### src/hw/rtl/est_ram.sv
// Generic single-write, single-read RAM with registered read data.
module est_ram #(
  parameter int W = 8,
  parameter int D = 16,
  localparam int AW = $clog2(D)
) (
  input  logic          clk,
  input  logic          we,
  input  logic [AW-1:0] waddr,
  input  logic [W-1:0]  wdata,
  input  logic [AW-1:0] raddr,
  output logic [W-1:0]  rdata_r
);

  logic [W-1:0] mem [D];

  always_ff @(posedge clk) begin
    if (we) begin
      mem[waddr] <= wdata;
    end
    rdata_r <= mem[raddr];
  end

endmodule

### config.mk
export PLATFORM = sky130hd
export DESIGN_NAME = est_ram
export DESIGN_NICKNAME = d
export VERILOG_FILES = /design/src/hw/rtl/est_ram.sv
export SDC_FILE = /design/constraint.sdc
export NUM_CORES = 1
export LEC_CHECK = 0
export ABC_AREA = 1
export CAP_MARGIN = 10
export CORE_MARGIN = 2
export CORE_UTILIZATION = 40
export DETAILED_ROUTE_END_ITERATION = 12
export DONT_BUFFER_PORTS = 1
export PLACE_DENSITY = 0.55
export SLEW_MARGIN = 25
export SYNTH_ARGS = -nofsm -noshare
export SYNTH_HDL_FRONTEND = slang
export SYNTH_SLANG_ARGS = --single-unit
### constraint.sdc
create_clock -name clk -period 2.4 [get_ports clk]
set_input_delay 0.12 -clock clk [delete_from_list [all_inputs] [get_ports clk]]
set_output_delay 0.12 -clock clk [all_outputs]
set_load 0.02 [all_outputs]
==> results by group <==
CTS
  – Num Clock Sinks: roughly 140
  – CTS Hold Bufs: 13
  – H-tree depth: 4
  – Setup bufs post-CTS: 0
  – CTS root buf: clkbuf_16
  – Clk pin slew, worst setup/hold paths: 0.06 ns
  – Resized cells post-CTS: 0
  – TritonCTS buffer count: 17
  – CTS tree: yes
  – Later-pin clock latency in the skew report: approximately 0.41 ns
  – Clock Path Buffers: 2

Synth
  – Netlist Area Pre-Place: 0.00577 sq mm
  – Post-synth top area cell: edfxtp_1
  – Post-Syn Area per Cell: around 10 sq um
  – Yosys reg bits: between 100 and 150
  – Synthesis Warnings: 0
  – Sequential area share after synthesis: 0.694
  – Area contributors post-synth: edfxtp_1 (67%), nand2_1 (11%), nand3_1 (8.4%)
  – Syn Inst Count: around 550
  – Unique masters post-synth: 12
  – Net Count, Synth: 569
  – Share of the synthesized area in the top cell type: 0.667

Critical path
  – Crit-path max FO: 10
  – Worst Path Arrival: about 1.8 ns
  – CP required: 2.70 ns
  – Worst Setup End Kind: flop
  – Critical path launch point type: input pin
  – Crit Path Category: in -> reg

Timing
  – Worst Tran Pin Value: approximately 0.81 ns
  – Setup WS post-layout: between 0.9 and 1 ns
  – # setup viols final: 0
  – Post-route setup TNS: 0 ns
  – Unrepaired setup endpoints after global routing: false
  – Worst rel slew slack: 0.459
  – Skew final: between 0.008 and 0.009 ns
  – Fmax achieved: 0.667 GHz
  – Fin crit share: 0.624
  – Final Hold Vio Count: 0
  – Minimum clock period: between 1 and 1.5 ns
  – Worst hold slack: roughly 0.011 ns
  – Final Slew Violations: 0

Detailed routing
  – Drc violations: 0
  – Drt via density: between 4 and 5
  – DRT iter0 DRCs: roughly 340
  – Final WL: about 13 mm
  – Via count: 3,634
  – Routed Antenna Nets: 0
  – Initial DRT Pass Iterations: 4
  – Drt wl/cell: approximately 18 um

Floorplanning
  – Initial core utilization: 0.412
  – Core Rows: 43
  – Die Footprint: 0.0154 sq mm
  – Ports: 26
  – Die Ht: approximately 120 um
  – Core area: ~0.014 sq mm
  – Horiz. Die Dim: 124 um

GRT
  – GRT Total Usage: 0.188
  – First-pass GRT wire length: between 20 and 25 mm
  – Vias in the first global route: about 3,500
  – Initial antenna violation count: 0
  – Largest net degree at the start of global routing: 66
  – Remaining Overflow, GRT: 0

Placement
  – IO buf count: 0
  – GP Congestion: between 0.7 and 0.8
  – Post-DP HPWL: 7.65 mm
  – Place WS: roughly 0.95 ns

Min path
  – Hold WC Path Type: in -> reg

Power and ir drop
  – Max VDD drop: 0.475 mV
  – Power, Total: about 0.0057 W
  – PwrDens: between 800 and 900 mW/mm^2
  – Leak: between 2 and 3 nW

Finish
  – Nets: roughly 600
  – Register Area: around 0.004 sq mm
  – ANT cells: 0
  – Area of the multi-input gates: roughly 0.0012 sq mm
  – Fillers: 1,313
  – Area Overhead vs Synth: 15.3%
  – Share of post-route cells with drive strength above 1: 0.0657

Outcome
  – Status: completed

Flow run
  – Max_cap viols: 0
critical path: stages:
cell and delay, ns:
dlygate4sd3_1 0.84, nand3_1 0.14, nand3_1 0.09, dlygate4sd3_1 0.56
nand2_1 0.05
layout make-up:
type / instances / share of cell area
clock inverters: 12 / 0.0264
well taps: 180 / 0.0339
inverters: 102 / 0.0576
multi-input cells: 289 / 0.183
flip-flops and latches: 136 / 0.602
repair buffers: 19 / 0.0286
clock buffers: 20 / 0.0687
sequential cells by signal (all words and copies together), names as in the netlist:
| name | flops |
|---|---|
| rdata_r | 8 |
| mem | 128 |
synthesized netlist by cell type (all sizes together):
master,instances
dfxtp,8
inv,102
buf,24
nand2,173
nand3,97
edfxtp,128
nor2,17
nand3b,2
where the power goes:
part           leakage (nW)  total [W]  switching, W  internal (W)
combinational          1.28   0.000268      0.000185     0.0000833
clock                 0.302    0.00275      0.000962       0.00179
sequential             1.22    0.00270     0.0000385       0.00266
total                  2.80    0.00572       0.00119       0.00453
per-layer routing:
layer,vias to the layer above,track usage,part of all wire
met5,-,0,0
met4,0,0.0632,0.014
li1,1803,-,-
met2,105,0.282,0.47
met3,13,0.0495,0.061
met1,1713,0.267,0.45
placed cells by master (no fill, tap or decap), types with 4 or more instances in the layout:
| master | Yosys | layout |
|---|---|---|
| nand2_1 | 173 | 173 |
| edfxtp_1 | 128 | 128 |
| inv_1 | 100 | 100 |
| nand3_1 | 97 | 97 |
| nor2_1 | 17 | 17 |
| clkbuf_16 | 0 | 17 |
| dlygate4sd3_1 | 0 | 14 |
| dfxtp_1 | 8 | 8 |
| bufinv_16 | 0 | 4 |
| buf_4 | 4 | 4 |
cells by family (layout without fill, tap and decap cells):
| group | count (synthesis) | in the layout | synth area share |
|---|---|---|---|
| and+or+nand+nor | 289 | 289 | 0.210 |
| buffers and inverters | 126 | 153 | 0.0952 |
| DFF | 136 | 136 | 0.694 |
through the flow:
step | std cells | util | cell area (sq um)
detailed placement | 712 | 0.420 | 5880
global placement | 712 | 0.420 | 5880
global route | 758 | 0.475 | 6650
CTS | 757 | 0.475 | 6640
floorplan | 551 | - | 5770
finish | 758 | 0.475 | 6650
worst paths after layout:
path                  startpoint                 end  slack (ns)  cells past startpoint
min reg2reg  mem[6][2]$_DFFE_PP_  rdata_r[2]$_DFF_P_        0.67                      6
min                     raddr[1]  rdata_r[3]$_DFF_P_        0.01                      4
max                     raddr[2]  rdata_r[0]$_DFF_P_        0.90                      5
max reg2reg  mem[9][4]$_DFFE_PP_  rdata_r[4]$_DFF_P_        0.92                      7
No activity file was read; power rests on OpenSTA's default activity.
