File: config.mk
export PLATFORM = sky130hd
export DESIGN_NAME = est_occ
export DESIGN_NICKNAME = d
export VERILOG_FILES = /design/src/hw/rtl/est_pkg.sv /design/src/hw/rtl/est_occ.sv
export SDC_FILE = /design/constraint.sdc
export NUM_CORES = 1
export LEC_CHECK = 0
export BUFFER_PORTS_ARGS = -buffer_cell sky130_fd_sc_hd__buf_2
export CORE_MARGIN = 10
export CORE_UTILIZATION = 25
export DETAILED_ROUTE_END_ITERATION = 16
export PLACE_DENSITY = 0.35
export SKIP_CTS_REPAIR_TIMING = 1
export SYNTH_ARGS = -nofsm -noshare
export SYNTH_HDL_FRONTEND = slang
export SYNTH_SLANG_ARGS = --single-unit
File: constraint.sdc
create_clock -name clk -period 10.6 [get_ports clk]
set_input_delay 1.59 -clock clk [delete_from_list [all_inputs] [get_ports clk]]
set_output_delay 1.59 -clock clk [all_outputs]
set_load 0.1 [all_outputs]
File: src/hw/rtl/est_pkg.sv
// Shared types and constants for the entity slot table.
package est_pkg;

  typedef enum logic [2:0] {
    CMD_SPAWN   = 3'd0,
    CMD_DESTROY = 3'd1,
    CMD_FIRST   = 3'd2,
    CMD_NEXT    = 3'd3,
    CMD_GET     = 3'd4,
    CMD_MARK    = 3'd5
  } cmd_t;

  localparam int ID_W   = 9;
  localparam int KIND_W = 2;
  localparam int WORD_W = 32;
  localparam int REC_W  = 5 * WORD_W;

  // occupancy bitmap update request
  typedef struct packed {
    logic set_en;   // write set_val at the lowest free slot
    logic set_val;
    logic clr_en;   // clear the addressed slot
  } occ_upd_t;

  // occupancy scan status
  typedef struct packed {
    logic free_found;
    logic used_found;
    logic rd_occ;
  } occ_scan_t;

endpackage

File: src/hw/rtl/est_occ.sv
// Occupancy bitmap with lowest-free and lowest-occupied priority encoders.
module est_occ #(
  parameter int SLOTS = 256,
  localparam int AW = $clog2(SLOTS)
) (
  input  logic                     clk,
  input  logic                     rst_n,
  input  est_pkg::occ_upd_t        upd,
  input  logic [AW-1:0]            clr_idx,
  input  logic [est_pkg::ID_W-1:0] start_id,
  input  logic [AW-1:0]            rd_idx,
  output est_pkg::occ_scan_t       scan,
  output logic [AW-1:0]            free_idx,
  output logic [AW-1:0]            used_idx
);

  logic [SLOTS-1:0] occ_r;
  logic [SLOTS-1:0] occ_nxt;
  logic             free_found;
  logic             used_found;

  // bit j holds slot j+1; scan from the top so the lowest match wins
  always_comb begin
    free_found = 1'b0;
    free_idx   = '0;
    used_found = 1'b0;
    used_idx   = '0;
    for (int j = SLOTS - 1; j >= 0; j--) begin
      if (!occ_r[j]) begin
        free_found = 1'b1;
        free_idx   = AW'(j);
      end
      if (occ_r[j] && (j >= int'(start_id))) begin
        used_found = 1'b1;
        used_idx   = AW'(j);
      end
    end
  end

  always_comb begin
    occ_nxt = occ_r;
    if (upd.set_en) begin
      occ_nxt[free_idx] = upd.set_val;
    end
    if (upd.clr_en) begin
      occ_nxt[clr_idx] = 1'b0;
    end
  end

  always_ff @(posedge clk) begin
    if (!rst_n) begin
      occ_r <= '0;
    end else begin
      occ_r <= occ_nxt;
    end
  end

  assign scan.free_found = free_found;
  assign scan.used_found = used_found;
  assign scan.rd_occ     = occ_r[rd_idx];

endmodule

==> results of run 1 <==
layout by cell type (no fill, tap or decap), drive strengths merged, types with 19 or more instances in the layout:
| master | count |
|---|---|
| clkbuf | 40 |
| o21ai | 403 |
| o31ai | 23 |
| o211ai | 38 |
| o221ai | 48 |
| a31oi | 120 |
| a211oi | 32 |
| and3 | 26 |
| a21o | 31 |
| o2111ai | 20 |
| inv | 110 |
| o221a | 86 |
| nand4 | 120 |
| nor2b | 33 |
| and2 | 30 |
| nor4 | 86 |
| nor3 | 154 |
| nand2b | 46 |
| or3 | 27 |
| or2 | 21 |
| dfxtp | 256 |
| nand3 | 137 |
| nand2 | 300 |
| o21a | 31 |
| mux4 | 85 |
| a21oi | 241 |
| a21boi | 23 |
| nor2 | 270 |
| a311oi | 19 |
| buf | 110 |
kinds of logic after synthesis:
logic type      count (synthesis)
simple gates                 1361
flops                         256
buf+inv                       406
compound gates               1285
mux                            85
power groups by stage:
stage | Combinational, mW | Sequential (mW) | Clock (mW)
after floorplan | 0.170 | 0.984 | 0
after global routing | 0.315 | 0.963 | 1.14
final | 0.307 | 0.963 | 1.10
after global placement | 0.300 | 0.985 | 0
after CTS | 0.298 | 0.963 | 1.11
after detailed placement | 0.297 | 0.985 | 0
through the flow:
step	util (%)	cell area, µm²	setup WS, ns
6_report	27.4	26500	2.15
5_1_grt	27.4	26500	2.08
4_1_cts	27.4	26500	2.19
3_5_place_dp	26.4	25500	2.20
3_3_place_gp	26.4	25400	1.59
2_1_floorplan	-	24300	2.96
path summary, 6_finish.rpt:
check,slack (ns),to,from,cells after the start
max,2.15,used_idx[1],start_id[4],14
min,0.59,occ_r[102]$_SDFF_PN0_,occ_r[102]$_SDFF_PN0_,2
max reg2reg,5.04,occ_r[203]$_SDFF_PN0_,occ_r[48]$_SDFF_PN0_,10
min reg2reg,0.59,occ_r[102]$_SDFF_PN0_,occ_r[102]$_SDFF_PN0_,2
tightest hold or removal path: cells and delay by family, from the launching register on:
family / cells / cell delay (ns)
flip-flops: 1 / 0.37
AO/OA/AOI/OAI: 1 / 0.06
buffers and inverters: 1 / 0.10
routing by layer:
layer	track usage [%]	part of all wire (%)	up-vias	wire length [µm]
met1	45.5	46	15900	81800
met4	10.5	3.9	4	6990
met5	0.576	0.058	-	103
met2	42.6	40	2190	70600
met3	5.21	10	267	18400
li1	-	-	12900	-
area by class of cell:
type	count	area [µm²]
diodes	6	15.0
clock buffers	40	847
clock inverters	13	156
fillers	10700	70100
inverters	111	418
multi-input cells	2731	17600
flip-flops and latches	256	5120
well taps	1276	1600
repair buffers	110	714
==> impl_metrics.toml, run 1 <==
[die]
die-area_mm2 = 0.110
die_height_um = 332
row_count = 114
core_mm2 = 0.0966
die_x_um = 332
start_util_pct = 25.1
io-pin-count = 49

[route]
route.detailed.drc = 0
dr.pass1.iters = 6
routed_via_density = 6.88
drt_iter0_markers = 4445
via_count = 31300
antenna_left = 0
wl_per_cell_um = 39.2
routed_wl_um = 178000

[critical_path]
critPathSlowestCell = "a2111oi_0"
crit_buf_inv = 4
crit_chain = "buf_2 > buf_4 > or4b_1 > o22ai_1 > o221ai_1 > or2_0 > a31oi_1 > nor4_1 > a21o_1 > a2111oi_0 > buf_4 > nor4_1 > a2bb2oi_1 > buf_2"
required_ns = 9.01
arrival_ns = 6.86
crit_type = "input port to output port"
crit_path_max_incr_delay_ns = 0.88
cp_top_family = "compound AO/OA/AOI/OAI gates"
path_max_fanout = 36
worstSetupStartpointType = "input port"
critPathCaptureType = "output port"

[pwr]
p_seq_share_pct = 40.7
total_power_mw = 2.37
leakage_nw = 8.11
clkPwrFrac_pct = 46.4
internal_power_mw = 1.65
ir_drop_v = 0.0000975
swShare_pct = 30.1
power_density_mw_per_mm2 = 89.4
p_comb_share_pct = 12.9
p_sw_mw = 0.714

[synthesis]
syn_area_mm2 = 0.0243
yosysSeqAreaShare_pct = 21.1
yosys.area_share.simple_pct = 29.1
synth-adder-area-share_pct = 0
yosysMostFrequentCell = "o21ai_0"
muxShareOfSynthArea_pct = 7.89
yosys-top-cells-count = "389 x o21ai_0, 299 x nand2_1, 264 x nor2_1, 256 x dfxtp_1, 241 x a21oi_1"
synth-main-ff-cell = "dfxtp_1"
async_flop_share_pct = 0
synthCells = 3393
synth_top_area_share_pct = 21.1
synthXorXnorAreaFrac_pct = 0
synth_seq_cells = 256
post-synth-top-area-cell = "dfxtp_1"
synth.distinct_cells = 93
synth_edf_count = 0
synthTopCellsByArea = "dfxtp_1 21%, o21ai_0 8.0%, mux4_2 7.9%, a21oi_1 5.0%, nand2_1 4.6%"
synth_compound_area_share_pct = 35.2
syn_nets = 3423
synth_top_family_by_area = "compound AO/OA/AOI/OAI gates"
yosysWarnings = 0
syn_area_per_cell_um2 = 7.15

[sta]
relSlewSlack_pct = 6.16
setup_viol = 0
fmax_mhz = 118
whs_ns = 0.588
period_needed_ns = 8.45
skew_ns = 0.0127
tns_ns = 0
finalCritPeriodShare_pct = 79.8
rsz0062_at_grt = "no"
finalHoldViolCount = 0
tightest_slew_ns = 1.39
slew_viol_final = 0

[global_route]
grtUsageTotal_pct = 30.4
overflow = 0
antenna_found_initial = 6
grt_pass1_wl_um = 243000
grt_max_degree = 87
grt_pass1_vias = 29000

[final_layout]
largest_reg_flops = 256
largest_register = "occ_r"
nets = 3269
final_cells = 4543
synthToLayoutAreaGrowth_pct = 9.06
drive_gt1_share_pct = 12.1
reg_top3 = "occ_r: 256 flops"

[clock_tree]
cts_buffer_depth = 3
clk_pin_slew_ns = 0.07
cts_made_buffers = 29
cts_tree = "built"
clock_latency_ns = 0.59
htreeDepth = 1
clock-sinks = 256
root_buffer = "clkbuf_16"

[min_path]
hp-class = "flip-flop to flip-flop"

[placed_design]
io_buffers = 48
gp_congestion = 0.995
place_inst = 4484
place_hpwl_um = 138000

[outcome]
status = "finished, final reports clean"

[run]
drv_cap = 0
No activity file was read; power rests on OpenSTA's default activity.
==> run 2, diff against run 1 <==
PLACE_DENSITY = 0.36   (was 0.35)
clock period = 7.5 ns   (was 10.6 ns; I/O delays follow)
==> run 2 against run 1 <==
  * Clock power rose by 39%
  * First-iteration DRC count increased by 5.2%
  * Sequential share of layout area down 0.27 points
  * Flip-flop and latch count unchanged
  * Cell area increased by 1.4%
  * Setup slack worse by 1.9 ns
  * Register-to-register slack worse by 2.9 ns
  * Combinational power is 45% higher
  * Largest power group unchanged
  * Highest routed layer unchanged
==> impl_metrics.toml, run 2 (synthesis results as in run 1) <==
[outcome]
status = "finished, final reports clean"

[global_route]
grt_max_degree = 115
grt_pass1_wl_um = 238000
grt_pass1_vias = 28800
overflow = 0
antenna_found_initial = 4
grtUsageTotal_pct = 29.6

[final_layout]
final_common_cell = "o21ai_0"
final_cells = 4582
reg_top3 = "occ_r: 256 flops"
final_cell_area_mm2 = 0.0268
largest_reg_flops = 256
final_cell_mix = "389 x o21ai_0, 299 x nand2_1, 263 x nor2_1, 256 x dfxtp_1, 238 x a21oi_1"
seq_area_mm2 = 0.00512
nets = 3308
drive_gt1_share_pct = 13.1
synthToLayoutAreaGrowth_pct = 10.6
largest_register = "occ_r"
fillers = 10600
multi_input_area_mm2 = 0.0176
fin_util_pct = 27.8

[die]
row_count = 114
die-area_mm2 = 0.110
core_mm2 = 0.0966
io-pin-count = 49
die_x_um = 332
start_util_pct = 25.1
die_height_um = 332

[sta]
finalHoldViolCount = 0
fmax_mhz = 138
tightest_slew_ns = 1.29
whs_ns = 0.615
skew_ns = 0.0133
finalCritPeriodShare_pct = 96.8
slew_viol_final = 0
period_needed_ns = 7.26
finalWorstSetupSlack_ns = 0.240
tns_ns = 0
relSlewSlack_pct = 13.8
rsz0062_at_grt = "no"
setup_viol = 0

[placed_design]
place_hpwl_um = 135000
dp_worst_setup_slack_ns = 0.498
place_area_mm2 = 0.0259
gp_congestion = 1.04
place_inst = 4522
io_buffers = 48

[route]
routed_via_density = 6.83
route.detailed.drc = 0
routed_wl_um = 174000
wl_per_cell_um = 37.9
antenna_left = 0
dr.pass1.iters = 8
drt_iter0_markers = 4678
via_count = 31300

[critical_path]
critPathCaptureType = "output port"
path_max_fanout = 42
arrival_ns = 6.14
crit_type = "input port to output port"
required_ns = 6.38
worstSetupStartpointType = "input port"

[run]
drv_cap = 0

[pwr]
leakage_nw = 8.30
internal_power_mw = 2.31
power_density_mw_per_mm2 = 125
clkPwrFrac_pct = 45.8
p_sw_mw = 1.04
swShare_pct = 31.1
ir_drop_v = 0.000155
total_power_mw = 3.34
p_comb_share_pct = 13.3
p_seq_share_pct = 40.8

[clock_tree]
cts_tree = "built"
clock_latency_ns = 0.60
root_buffer = "clkbuf_16"
cts_buffer_depth = 3
htreeDepth = 1
clock-sinks = 256
clk_pin_slew_ns = 0.06
cts_made_buffers = 30

[min_path]
hp-class = "flip-flop to flip-flop"
==> run 2: cell types whose count changed in the layout (fill, tap and decap cells not counted), sizes merged <==
cell,previous run,this run
clkinvlp,2,5
diode,6,4
buf,110,148
clkbuf,40,43
bufinv,3,1
inv,110,109
==> run 2: area by class of cell <==
cell class | instances | area share [%]
Clock buffer | 43 | 3.28
Antenna cell | 4 | 0.0373
Inverter | 111 | 1.56
Timing Repair Buffer | 148 | 4.14
Sequential cell | 256 | 19.1
Multi-Input combinational cell | 2731 | 65.6
Tap cell | 1276 | 5.95
Clock inverter | 13 | 0.382
==> run 2: layer usage <==
metal / vias up / GRT usage [%] / part of all wire [%]
met4: 2 / 11.4 / 4.2
met2: 2209 / 41.4 / 40
li1: 13000 / - / -
met3: 267 / 4.99 / 11
met5: - / 0 / 0.0052
met1: 15800 / 43.9 / 45
==> run 2: worst paths after layout <==
check                        start                     to  slack (ns)  cells after the start
min reg2reg  occ_r[182]$_SDFF_PN0_  occ_r[182]$_SDFF_PN0_        0.61                      2
max                    start_id[1]            used_idx[2]        0.24                     13
max reg2reg    occ_r[0]$_SDFF_PN0_  occ_r[227]$_SDFF_PN0_        2.12                      9
min          occ_r[182]$_SDFF_PN0_  occ_r[182]$_SDFF_PN0_        0.61                      2
==> run 2: critical path: stages <==
cell and delay (ns):
buf_2 0.72, or2_2 0.78, nor3_1 0.16, o21ai_0 0.36
and3b_1 0.25, o21ai_0 0.14, a2111oi_0 0.83, a21oi_1 0.19
o21ai_0 0.54, a221oi_1 0.20, buf_4 0.20, o211ai_1 0.36
buf_12 0.23
==> run 2: power groups by stage <==
stage          clock [mW]  combinational [mW]  sequential [mW]
2_1_floorplan           0               0.240             1.39
3_3_place_gp            0               0.436             1.40
3_5_place_dp            0               0.431             1.40
4_1_cts              1.54               0.432             1.36
5_1_grt              1.58               0.456             1.36
6_report             1.53               0.446             1.36
